**src/design/servo_alarm_latch_with_clear_pulse_assert.svh**
```systemverilog
// Assertion macros shared by the servo alarm latch modules.
`ifndef SERVO_ALARM_LATCH_WITH_CLEAR_PULSE_ASSERT_SVH
`define SERVO_ALARM_LATCH_WITH_CLEAR_PULSE_ASSERT_SVH

// Same-cycle implication, checked out of reset.
`define SAL_ASSERT_IMPL(name, clk, rst_n, ante, cons) \
    name: assert property (@(posedge clk) disable iff (!rst_n) (ante) |-> (cons)) \
        else $error("servo alarm latch: check failed");

// Next-cycle implication, checked out of reset.
`define SAL_ASSERT_NEXT(name, clk, rst_n, ante, cons) \
    name: assert property (@(posedge clk) disable iff (!rst_n) (ante) |=> (cons)) \
        else $error("servo alarm latch: check failed");

`endif

```
**src/design/sal_pkg.sv**
```systemverilog
// Types and constants of the servo alarm latch.
package sal_pkg;

    // Latch state, also the alarm_state output code
    typedef enum logic [1:0] {
        ST_CLEAR    = 2'd0,
        ST_ALARM    = 2'd1,
        ST_CLEARING = 2'd2
    } alarm_state_t;

    // Configuration register indexes
    localparam int unsigned CFG_IDX_W = 2;
    localparam logic [CFG_IDX_W-1:0] CFG_DEBOUNCE = 2'd0;
    localparam logic [CFG_IDX_W-1:0] CFG_PULSE    = 2'd1;
    localparam logic [CFG_IDX_W-1:0] CFG_SETTLE   = 2'd2;

    localparam int unsigned CFG_W  = 16;
    localparam int unsigned TIME_W = 32;
    localparam int unsigned CNT_W  = 32;

    // Register reset values
    localparam logic [CFG_W-1:0] DEBOUNCE_RST = 16'd10;
    localparam logic [CFG_W-1:0] PULSE_RST    = 16'd100;
    localparam logic [CFG_W-1:0] SETTLE_RST   = 16'd60;

    typedef struct packed {
        logic [CFG_W-1:0] debounce_ms;
        logic [CFG_W-1:0] pulse_ms;
        logic [CFG_W-1:0] settle_ms;
    } cfg_t;

    typedef struct packed {
        logic [TIME_W-1:0] now_ms;
        logic              alarm_level;
        logic              clear_request;
        logic              take_trip;
    } in_item_t;

    typedef struct packed {
        alarm_state_t     alarm_state;
        logic             enable_pulse;
        logic             trip_taken;
        logic             clear_failed;
        logic [CNT_W-1:0] trip_total;
        logic             filtered_level;
    } out_item_t;

endpackage

```
**src/design/sal_cfg_regs.sv**
```systemverilog
// Configuration registers of the servo alarm latch.
module sal_cfg_regs
(
    input  logic                              clk,
    input  logic                              rst_n,
    input  logic                              cfg_we,
    input  logic [sal_pkg::CFG_IDX_W-1:0]     cfg_index,
    input  logic [sal_pkg::CFG_W-1:0]         cfg_data,
    output sal_pkg::cfg_t                     cfg
);

    sal_pkg::cfg_t cfg_reg;
    sal_pkg::cfg_t cfg_next;

    // Decode the write; unknown index is dropped
    always_comb
    begin
        cfg_next = cfg_reg;
        if (cfg_we)
        begin
            case (cfg_index)
                sal_pkg::CFG_DEBOUNCE: cfg_next.debounce_ms = cfg_data;
                sal_pkg::CFG_PULSE:    cfg_next.pulse_ms    = cfg_data;
                sal_pkg::CFG_SETTLE:   cfg_next.settle_ms   = cfg_data;
                default:               cfg_next = cfg_reg;
            endcase
        end
    end

    always_ff @(posedge clk or negedge rst_n)
    begin
        if (!rst_n)
        begin
            cfg_reg.debounce_ms <= sal_pkg::DEBOUNCE_RST;
            cfg_reg.pulse_ms    <= sal_pkg::PULSE_RST;
            cfg_reg.settle_ms   <= sal_pkg::SETTLE_RST;
        end
        else
        begin
            cfg_reg <= cfg_next;
        end
    end

    assign cfg = cfg_reg;

endmodule

```
**src/design/sal_step.sv**
```systemverilog
// Debounce filter, alarm latch state machine and trip bookkeeping.
`include "servo_alarm_latch_with_clear_pulse_assert.svh"

module sal_step
(
    input  logic                 clk,
    input  logic                 rst_n,
    input  logic                 fire,
    input  sal_pkg::in_item_t    item,
    input  sal_pkg::cfg_t        cfg,
    output sal_pkg::out_item_t   result
);

    sal_pkg::alarm_state_t              state_reg, state_next;
    logic                               raw_reg, raw_next;
    logic                               deb_reg, deb_next;
    logic [sal_pkg::TIME_W-1:0]         change_time_reg, change_time_next;
    logic                               enable_reg, enable_next;
    logic [sal_pkg::TIME_W-1:0]         pulse_start_reg, pulse_start_next;
    logic [sal_pkg::TIME_W-1:0]         settle_start_reg, settle_start_next;
    logic                               settling_reg, settling_next;
    logic                               clr_pend_reg, clr_pend_next;
    logic                               trip_pend_reg, trip_pend_next;
    logic                               failed_reg, failed_next;
    logic [sal_pkg::CNT_W-1:0]          trip_cnt_reg, trip_cnt_next;
    logic                               taken;

    // Elapsed times, modulo 2^32
    logic [sal_pkg::TIME_W-1:0] since_change;
    logic [sal_pkg::TIME_W-1:0] since_pulse;
    logic [sal_pkg::TIME_W-1:0] since_settle;
    logic                       debounce_done;
    logic                       pulse_done;
    logic                       settle_done;

    assign since_change  = item.now_ms - change_time_reg;
    assign since_pulse   = item.now_ms - pulse_start_reg;
    assign since_settle  = item.now_ms - settle_start_reg;
    assign debounce_done = since_change >= {{(sal_pkg::TIME_W-sal_pkg::CFG_W){1'b0}},
                                            cfg.debounce_ms};
    assign pulse_done    = since_pulse  >= {{(sal_pkg::TIME_W-sal_pkg::CFG_W){1'b0}},
                                            cfg.pulse_ms};
    assign settle_done   = since_settle >= {{(sal_pkg::TIME_W-sal_pkg::CFG_W){1'b0}},
                                            cfg.settle_ms};

    // Next state of the filter and the latch for the item in the input register
    always_comb
    begin
        state_next        = state_reg;
        raw_next          = raw_reg;
        deb_next          = deb_reg;
        change_time_next  = change_time_reg;
        enable_next       = enable_reg;
        pulse_start_next  = pulse_start_reg;
        settle_start_next = settle_start_reg;
        settling_next     = settling_reg;
        clr_pend_next     = clr_pend_reg | item.clear_request;
        trip_pend_next    = trip_pend_reg;
        failed_next       = failed_reg;
        trip_cnt_next     = trip_cnt_reg;
        taken             = 1'b0;

        // filter holds still while clearing
        if (state_reg != sal_pkg::ST_CLEARING)
        begin
            if (item.alarm_level != raw_reg)
            begin
                raw_next         = item.alarm_level;
                change_time_next = item.now_ms;
            end
            else if ((raw_reg != deb_reg) && debounce_done)
            begin
                deb_next = raw_reg;
            end
        end

        case (state_reg)
            sal_pkg::ST_ALARM:
            begin
                if (clr_pend_next)
                begin
                    clr_pend_next    = 1'b0;
                    failed_next      = 1'b0;
                    state_next       = sal_pkg::ST_CLEARING;
                    enable_next      = 1'b1;
                    pulse_start_next = item.now_ms;
                    settling_next    = 1'b0;
                end
            end
            sal_pkg::ST_CLEARING:
            begin
                clr_pend_next = 1'b0;
                if (!settling_reg)
                begin
                    if (pulse_done)
                    begin
                        enable_next       = 1'b0;
                        settling_next     = 1'b1;
                        settle_start_next = item.now_ms;
                    end
                end
                else if (settle_done)
                begin
                    // reseed the filter from this sample and judge the clear
                    raw_next         = item.alarm_level;
                    deb_next         = item.alarm_level;
                    change_time_next = item.now_ms;
                    settling_next    = 1'b0;
                    state_next       = item.alarm_level ? sal_pkg::ST_ALARM
                                                        : sal_pkg::ST_CLEAR;
                    failed_next      = item.alarm_level;
                end
            end
            default:
            begin
                // clear, and the unused code treated as clear
                state_next = sal_pkg::ST_CLEAR;
                if (deb_next)
                begin
                    state_next     = sal_pkg::ST_ALARM;
                    trip_pend_next = 1'b1;
                    trip_cnt_next  = trip_cnt_reg + {{(sal_pkg::CNT_W-1){1'b0}}, 1'b1};
                end
            end
        endcase

        if (state_next != sal_pkg::ST_CLEARING)
        begin
            enable_next = 1'b0;
        end

        // trip acknowledge reads then clears the pending flag
        if (item.take_trip)
        begin
            taken          = trip_pend_next;
            trip_pend_next = 1'b0;
        end
    end

    // Result item for the item in the input register
    always_comb
    begin
        result.alarm_state    = state_next;
        result.enable_pulse   = enable_next;
        result.trip_taken     = taken;
        result.clear_failed   = failed_next;
        result.trip_total     = trip_cnt_next;
        result.filtered_level = deb_next;
    end

    // State registers, updated when the item moves to the result register
    always_ff @(posedge clk or negedge rst_n)
    begin
        if (!rst_n)
        begin
            state_reg        <= sal_pkg::ST_CLEAR;
            raw_reg          <= 1'b0;
            deb_reg          <= 1'b0;
            change_time_reg  <= '0;
            enable_reg       <= 1'b0;
            pulse_start_reg  <= '0;
            settle_start_reg <= '0;
            settling_reg     <= 1'b0;
            clr_pend_reg     <= 1'b0;
            trip_pend_reg    <= 1'b0;
            failed_reg       <= 1'b0;
            trip_cnt_reg     <= '0;
        end
        else if (fire)
        begin
            state_reg        <= state_next;
            raw_reg          <= raw_next;
            deb_reg          <= deb_next;
            change_time_reg  <= change_time_next;
            enable_reg       <= enable_next;
            pulse_start_reg  <= pulse_start_next;
            settle_start_reg <= settle_start_next;
            settling_reg     <= settling_next;
            clr_pend_reg     <= clr_pend_next;
            trip_pend_reg    <= trip_pend_next;
            failed_reg       <= failed_next;
            trip_cnt_reg     <= trip_cnt_next;
        end
    end

    // Checks
    `SAL_ASSERT_IMPL(a_enable_only_clearing, clk, rst_n, enable_reg, state_reg == sal_pkg::ST_CLEARING)
    `SAL_ASSERT_NEXT(a_state_holds_idle, clk, rst_n, !fire, $stable(state_reg) && $stable(trip_cnt_reg))
    `SAL_ASSERT_IMPL(a_trip_count_step, clk, rst_n, !$stable(trip_cnt_reg), trip_cnt_reg == $past(trip_cnt_reg) + 32'd1)

endmodule

```
**src/design/servo_alarm_latch_with_clear_pulse.sv**
```systemverilog
// Servo alarm latch: one sample in, one result out, every cycle while out_ready
// stays high. Each accepted item lands in an input register, where the debounce
// filter and latch logic evaluate it against the held state; the result register
// is loaded with that outcome when the item advances out of the input register.
// Throughput is one item per cycle as long as out_ready stays high; the input
// register and the result register form a two-stage pipe, and the state update of
// one item is done in the same cycle that moves it to the result register, so the
// next item sees it at once.
// Configuration writes (debounce, pulse and settle times in ms) take effect on
// the following cycle and are meant to be made while no item is in flight.
`include "servo_alarm_latch_with_clear_pulse_assert.svh"

module servo_alarm_latch_with_clear_pulse
(
    input  logic                              clk,
    input  logic                              rst_n,
    // configuration
    input  logic                              cfg_we,
    input  logic [sal_pkg::CFG_IDX_W-1:0]     cfg_index,
    input  logic [sal_pkg::CFG_W-1:0]         cfg_data,
    // sample items
    input  logic                              in_valid,
    output logic                              in_ready,
    input  logic [sal_pkg::TIME_W-1:0]        now_ms,
    input  logic                              alarm_level,
    input  logic                              clear_request,
    input  logic                              take_trip,
    // result items
    output logic                              out_valid,
    input  logic                              out_ready,
    output logic [1:0]                        alarm_state,
    output logic                              enable_pulse,
    output logic                              trip_taken,
    output logic                              clear_failed,
    output logic [sal_pkg::CNT_W-1:0]         trip_total,
    output logic                              filtered_level
);

    sal_pkg::cfg_t      cfg;
    sal_pkg::in_item_t  item_reg;
    logic               in_valid_reg;
    sal_pkg::out_item_t result;
    sal_pkg::out_item_t out_reg;
    logic               out_valid_reg;
    logic               advance;
    logic               in_fire;

    // Pipe control
    assign advance  = in_valid_reg && (!out_valid_reg || out_ready);
    assign in_ready = !in_valid_reg || advance;
    assign in_fire  = in_valid && in_ready;

    sal_cfg_regs u_cfg
    (
        .clk       (clk),
        .rst_n     (rst_n),
        .cfg_we    (cfg_we),
        .cfg_index (cfg_index),
        .cfg_data  (cfg_data),
        .cfg       (cfg)
    );

    sal_step u_step
    (
        .clk    (clk),
        .rst_n  (rst_n),
        .fire   (advance),
        .item   (item_reg),
        .cfg    (cfg),
        .result (result)
    );

    // Input register
    always_ff @(posedge clk or negedge rst_n)
    begin
        if (!rst_n)
        begin
            in_valid_reg <= 1'b0;
        end
        else if (in_ready)
        begin
            in_valid_reg <= in_valid;
        end
    end

    always_ff @(posedge clk)
    begin
        if (in_fire)
        begin
            item_reg.now_ms        <= now_ms;
            item_reg.alarm_level   <= alarm_level;
            item_reg.clear_request <= clear_request;
            item_reg.take_trip     <= take_trip;
        end
    end

    // Result register
    always_ff @(posedge clk or negedge rst_n)
    begin
        if (!rst_n)
        begin
            out_valid_reg <= 1'b0;
        end
        else if (advance)
        begin
            out_valid_reg <= 1'b1;
        end
        else if (out_ready)
        begin
            out_valid_reg <= 1'b0;
        end
    end

    always_ff @(posedge clk)
    begin
        if (advance)
        begin
            out_reg <= result;
        end
    end

    assign out_valid      = out_valid_reg;
    assign alarm_state    = out_reg.alarm_state;
    assign enable_pulse   = out_reg.enable_pulse;
    assign trip_taken     = out_reg.trip_taken;
    assign clear_failed   = out_reg.clear_failed;
    assign trip_total     = out_reg.trip_total;
    assign filtered_level = out_reg.filtered_level;

    // Checks
    `SAL_ASSERT_NEXT(a_item_held_stalled, clk, rst_n, in_valid_reg && !advance, in_valid_reg)
    `SAL_ASSERT_IMPL(a_no_overwrite, clk, rst_n, advance, !out_valid_reg || out_ready)
    `SAL_ASSERT_IMPL(a_enable_out_clearing, clk, rst_n, out_valid_reg && enable_pulse, alarm_state == sal_pkg::ST_CLEARING)

endmodule
```
**config.mk**
```make
export PLATFORM = sky130hd
export DESIGN_NAME = servo_alarm_latch_with_clear_pulse
export DESIGN_NICKNAME = d
export VERILOG_FILES = /design/src/design/sal_pkg.sv /design/src/design/sal_cfg_regs.sv /design/src/design/sal_step.sv /design/src/design/servo_alarm_latch_with_clear_pulse.sv
export VERILOG_INCLUDE_DIRS = /design/src /design/src/design
export SDC_FILE = /design/constraint.sdc
export NUM_CORES = 1
export LEC_CHECK = 0
export ABC_AREA = 1
export BUFFER_PORTS_ARGS = -buffer_cell sky130_fd_sc_hd__buf_2
export CAP_MARGIN = 20
export CORE_UTILIZATION = 57
export CTS_CLUSTER_DIAMETER = 50
export DETAILED_ROUTE_END_ITERATION = 12
export PLACE_DENSITY = 0.78
export RECOVER_POWER = 100
export REMOVE_ABC_BUFFERS = 1
export SLEW_MARGIN = 20
export SYNTH_ARGS = -nofsm -noshare
export SYNTH_HDL_FRONTEND = slang
export SYNTH_SLANG_ARGS = --single-unit
export TNS_END_PERCENT = 1
```
**constraint.sdc**
```tcl
create_clock -name clk -period 3.5 [get_ports clk]
set_input_delay 0.175 -clock clk [delete_from_list [all_inputs] [get_ports clk]]
set_output_delay 0.175 -clock clk [all_outputs]
set_load 0.01 [all_outputs]
```
# [Yosys cells after proc, flatten, opt, wreduce, memory -nomap -nowiden]
# Cells that the tools add are included.
[word_totals] register_bits=260 inputBits=58 output_inout_bits=40 wordCells=106
[classes] addsub=4 n_lt_le_gt_ge=3 eq_ne=9 n_mux=44 bitwise_logic=2 reduce_logical=17
[ops] cell="$mux 32" count=7
[ops] cell="$ge 32x16->1" count=3
[ops] cell="$sub 32x32->32" count=3
[ops] cell="$add 32x1->32 const B" count=1
[ops] cell="$mux 1" count=30
[ops] cell="$mux 2" count=3
[ops] cell="$pmux 1 s2" count=3
[ops] cell="$reduce_and 2->1" count=3
[ops] cell="$reduce_and 3->1" count=2
[ops] cell="$eq 2x1->1 const B" count=2
[ops] cell="$eq 2x2->1 const B" count=2
[ops] cell="$ne 2x2->1 const B" count=2
[ops] cell="$pmux 2 s2" count=1
[ops] cell="$reduce_and 4->1" count=1
[ops] cell="$reduce_bool 2->1" count=2
[ops] cell="$logic_and 1x1->1" count=3
[ops] cell="$logic_not 1->1" count=2
[ops] cell="$logic_not 2->1" count=1
[ops] cell="$logic_or 1x1->1" count=2
[ops] cell="$ne 1x1->1" count=2
[ops] cell="$ne 2x1->1 const B" count=1
[ops] cell="$reduce_or 2->1" count=1
[ops] cell="$not 1->1" count=1
[ops] cell="$or 1x1->1" count=1

# [Logic depth before layout (Yosys ltp)]
[depth] ltp_word=10 mapped_depth=30 mapped_depth_nobuf=29

# [Cells and area by module]
# A second synthesis with hierarchy kept.
[unflattened] cells_unflattened=2899 area_unflattened_um2=19827.8
[modules_own_cells] mod="sal_step" instances=1 cells_each=2600 area_per_inst_um2=15484.9 seq_area_each_um2=3428.3
[modules_own_cells] mod="servo_alarm_latch_with_clear_pulse" instances=1 cells_each=85 area_per_inst_um2=2287.2 seq_area_each_um2=2242.2
[modules_own_cells] mod="sal_cfg_regs" instances=1 cells_each=214 area_per_inst_um2=2055.7 seq_area_each_um2=1212.4

# [Least setup slack after synthesis]
# OpenSTA, ideal clock, no wires.
[synth_path] path_kind="register -> register" startpoint="reg item_reg[4] in the netlist's numbering" endpoint="reg out_reg, in the netlist trip_total[3] (data pin)" setup_time_ps=255 t_arrival_ps=3308 required_ps=3245 setup_slack_ps=-63 stages_incl_launch_ff=24 path_buffers=1 period_less_slack_ps=3563 cell_sequence="edfxtp_1 -> inv_1 -> fa_1 -> nor2_2 -> nor2_2 -> o21ai_2 -> nand2_1 -> nand2_1 -> xor2_1 -> ha_1 -> nand2_1 -> nor2_1 -> a211oi_1 -> nand3_1 -> nor2_1 -> nand3_1 -> nor2_1 -> nand2_1 -> nand3_2 -> nand2_2 -> nor2_8 -> buf_6 -> nand3_1 -> and2_1"
[synth_rtl] element="start: declaration" line="servo_alarm_latch_with_clear_pulse.sv:40" text="sal_pkg::in_item_t item_reg;"
[synth_rtl] element="end signal: assignment" line="servo_alarm_latch_with_clear_pulse.sv:118" text="out_reg <= result;"
[synth_rtl] element="end: declaration" line="servo_alarm_latch_with_clear_pulse.sv:43" text="sal_pkg::out_item_t out_reg;"

# [Final worst setup path]
[layout_path] startpoint="reg item_reg[9] in the netlist's numbering" endpoint="reg u_step.settle_start_reg[0] in the netlist's numbering"
[layout_via] elab_chain_cells=3
[layout_rtl] element="$sub 32x32->32" line="sal_step.sv:37" text="assign since_pulse = item.now_ms - pulse_start_reg;"
[layout_rtl] element="$ge 32x16->1" line="sal_step.sv:41" text="assign pulse_done = since_pulse >= {{(sal_pkg::TIME_W-sal_pkg::CFG_W){1'b0}},"
[layout_rtl] element="$reduce_and 4->1 (no source line)"
[layout_rtl] element="end signal: assignment" line="sal_step.sv:177" text="settle_start_reg <= settle_start_next;"
[layout_rtl] element="end: declaration" line="sal_step.sv:20" text="logic [sal_pkg::TIME_W-1:0] settle_start_reg, settle_start_next;"
# Every way passes these cells.
# A chain may end at the register's enable or synchronous reset.

==> results.json <==
{
  "portBuffers": 97,
  "cp_max_fo": 9,
  "antenna_left": 0,
  "synth_compound_area_share_pct": 10.9,
  "synth_area_leader_cell": "dfrtp_1",
  "maxCapViolations": 1,
  "grt_use_total_pct": 34.7,
  "final_util_pct": 76.0,
  "grt_max_degree": 79,
  "gr-total-overflow": 0,
  "comb_power_share_pct": 60.0,
  "setup_viol": 142,
  "end_kind": "flop",
  "chipWidth_um": 183,
  "synth_enable_flop_cells": 73,
  "setup_ws_ps": -605,
  "status": "complete, but fails checks",
  "ys_dominant_reg_cell": "dfrtp_1",
  "cts.sinks": 260,
  "antenna_found_initial": 0,
  "area.growth.synth_to_final_pct": 31.4,
  "seq_area_frac_synth_pct": 36.7,
  "fin_crit_ps": 4110,
  "critPathLaunchType": "flop",
  "synth_top_area_share_pct": 23.7,
  "route.detailed.drc": 0,
  "vias": 20000,
  "die_h_um": 183,
  "finalMaxSlewViolations": 79,
  "max-slew-margin-rel_pct": -46.5,
  "cp.required_ps": 3950,
  "numCtsBuffers": 36,
  "die_area_um2": 33600,
  "powerDensity_nw_per_um2": 814,
  "synth_top_family_by_area": "simple AND/OR/NAND/NOR gates",
  "power.switching_mw": 8.99,
  "ys_ff_latch": 260,
  "avgSynthCellArea_um2": 7.01,
  "switching_share_pct": 44.8,
  "fmax_mhz": 244,
  "synthXorXnorAreaFrac_pct": 2.33,
  "cts_buffer_depth": 3,
  "power_leakage_nw": 12.6,
  "vdd_drop_max_uv": 618,
  "seqPwrFrac_pct": 21.4,
  "rows": 66,
  "largest_register_ffs": 48,
  "yosysWarnings": 0,
  "coreArea_um2": 32500,
  "cts_root_buffer": "clkbuf_16",
  "totalWireLength_mm": 62.6,
  "synthSimpleGateAreaFrac_pct": 29.5,
  "clock_skew_ps": 29.2,
  "drt-pass1-iter-count": 6,
  "start_util_pct": 57.8,
  "power.total_mw": 20.1,
  "dp_hpwl_mm": 41.1,
  "drive_gt1_share_pct": 19.3,
  "pwr-share-clk_pct": 18.6,
  "path_clk_slew_ps": 60,
  "fin_setup_tns_ps": -60960,
  "min_path_type": "input pin to flop",
  "place_congestion": 0.991,
  "arrival_ps": 4560,
  "rsz0062_at_grt": "yes",
  "num-fill-cells": 2370,
  "syn_area_um2": 18800,
  "synth_fa_ha_area_share_pct": 9.92,
  "avgRoutedWirePerCell_um": 17.5,
  "drt_iter0_markers": 2162,
  "htree_levels": 2,
  "viasPerCell": 5.60,
  "synth_cell_types": 44,
  "worstMarginPinSlew_ps": 2200,
  "crit_type": "flop to flop",
  "dp_slack_ps": -557,
  "grt_pass1_vias": 18200,
  "syn_inst": 2676,
  "grt_pass1_wl_mm": 92.1,
  "async_reset_ff_share_pct": 71.9,
  "violations": "max-capacitance violations, max-slew violations, negative setup slack",
  "synth_area_leaders": "dfrtp_1, nand2_1, edfxtp_1, ha_1, inv_1",
  "io-pin-count": 98,
  "hold_viol": 0,
  "worst_skew_pair.late_latency_ps": 560,
  "cts_tree": "yes",
  "synthMuxAreaShare_pct": 0.0600,
  "min_period_over_period_pct": 117,
  "layout.nets": 3305,
  "diodes": 0,
  "internal_power_mw": 11.1
}
routing by layer:
metal  global-route usage, %  vias to the layer above  share of wire (%)
met3                    5.07                      217                8.1
met5                       0                        -                  0
li1                        -                     9418                  -
met1                    46.4                     9331                 41
met4                    15.0                        0                4.9
met2                    56.0                     1011                 46
path summary, 6_finish.rpt:
path	startpoint	endpoint	slack, ps	cells after the start
max	item_reg[9]	u_step.settle_start_reg[0]	-610	24
min	now_ms[10]	item_reg[13]	340	2
max reg2reg	item_reg[9]	u_step.settle_start_reg[0]	-610	24
min reg2reg	u_step.failed_reg	u_step.failed_reg	480	2
max in group asynchronous	rst_n	u_step.settle_start_reg[24]	530	3
min in group asynchronous	rst_n	u_step.trip_cnt_reg[17]	780	2
power groups by stage:
stage               Combinational, mW  Sequential [mW]  Clock, mW
global route                     13.1             4.35       3.87
finish                           12.0             4.30       3.73
CTS                              10.9             4.25       3.73
floorplan                        6.32             4.24          0
detailed placement               10.0             4.30          0
global placement                 9.76             4.28          0
critical path, cell delays in order (launching register included):
cell      delay, ps
edfxtp_1        410
buf_6           160
buf_6           120
ha_4            220
a21o_1          210
nand2_1          80
nand2_2          80
nand3b_1        250
xor2_1          220
ha_1            350
a21oi_2         210
nor3_2           70
a211oi_2        200
nand2_1         130
nand2_1         110
nand2_2          90
nor2_4          130
nand3_2          70
nor2_2          120
nand3_2          90
nand2_2         100
nor3_4           70
buf_12          190
buf_12          140
o21a_1          160
synth_stat cells (4+ instances only):
master / count
a211oi_1: 5
a21oi_1: 132
and2_1: 23
buf_1: 6
buf_2: 18
clkbuf_1: 28
dfrtp_1: 178
dfstp_2: 9
edfxtp_1: 73
ha_1: 144
inv_1: 459
nand2_1: 836
nand3_1: 138
nand3_2: 8
nand3b_1: 11
nand4_1: 48
nor2_1: 195
nor2_2: 4
nor3_1: 30
nor4_1: 7
o211ai_1: 20
o21a_1: 8
o21ai_0: 196
o21ai_1: 8
o21bai_1: 9
xnor2_1: 12
xor2_1: 38
cell families (layout without fill, tap and decap cells):
| family | count (synthesis) | count (layout) |
|---|---|---|
| simple gates | 1315 | 1315 |
| buf+inv | 517 | 969 |
| compound gates | 386 | 386 |
| flops | 260 | 260 |
| fa+ha+maj | 147 | 147 |
| xor+xnor | 50 | 50 |
| mux | 1 | 1 |
what timing repair did:
item,in CTS,in global routing
endpoints found under the setup margin,142,142
pin swaps,40,67
setup buffers,30,19
hold buffers,56,0
resized for setup,93,171
endpoints found under the hold margin,148,0
cloned,5,9
cells in the final DEF (no fill, tap or decap), types with 8 or more instances in the layout:
cell type,n
dfstp_2,9
a21oi_1,115
o21ai_2,15
nand3_2,24
ha_4,21
clkbuf_1,56
clkbuf_16,45
o21bai_1,9
buf_2,48
nand4_1,48
inv_1,454
buf_6,19
xor2_1,35
nor2_1,186
dlygate4sd3_1,56
o211ai_1,20
ha_1,122
edfxtp_1,73
and2_1,18
o21ai_0,154
nand3_1,120
nand2_1,767
nand3b_1,11
o21ai_1,36
xnor2_1,12
o21a_1,8
dfrtp_1,178
a21oi_2,15
nand2_2,65
buf_4,246
nor3_1,25
cell type report:
class                           count  area [um^2]  share of cell area, %
Multi-Input combinational cell   1899        10700                   43.6
Sequential cell                   260         6880                   27.9
Timing Repair Buffer              442         3550                   14.4
Inverter                          461         1730                   7.02
Clock buffer                       50         1020                   4.16
Tap cell                          442          553                   2.24
Clock inverter                     16          175                  0.710
metrics by stage:
stage	hold slack (ps)	area (um^2)	cells
detailed placement	255	21300	3386
CTS	246	23900	3543
global route	332	24700	3570
global placement	247	21300	3386
floorplan	-121	18500	2620
finish	338	24700	3570
No activity file was read; power rests on OpenSTA's default activity.
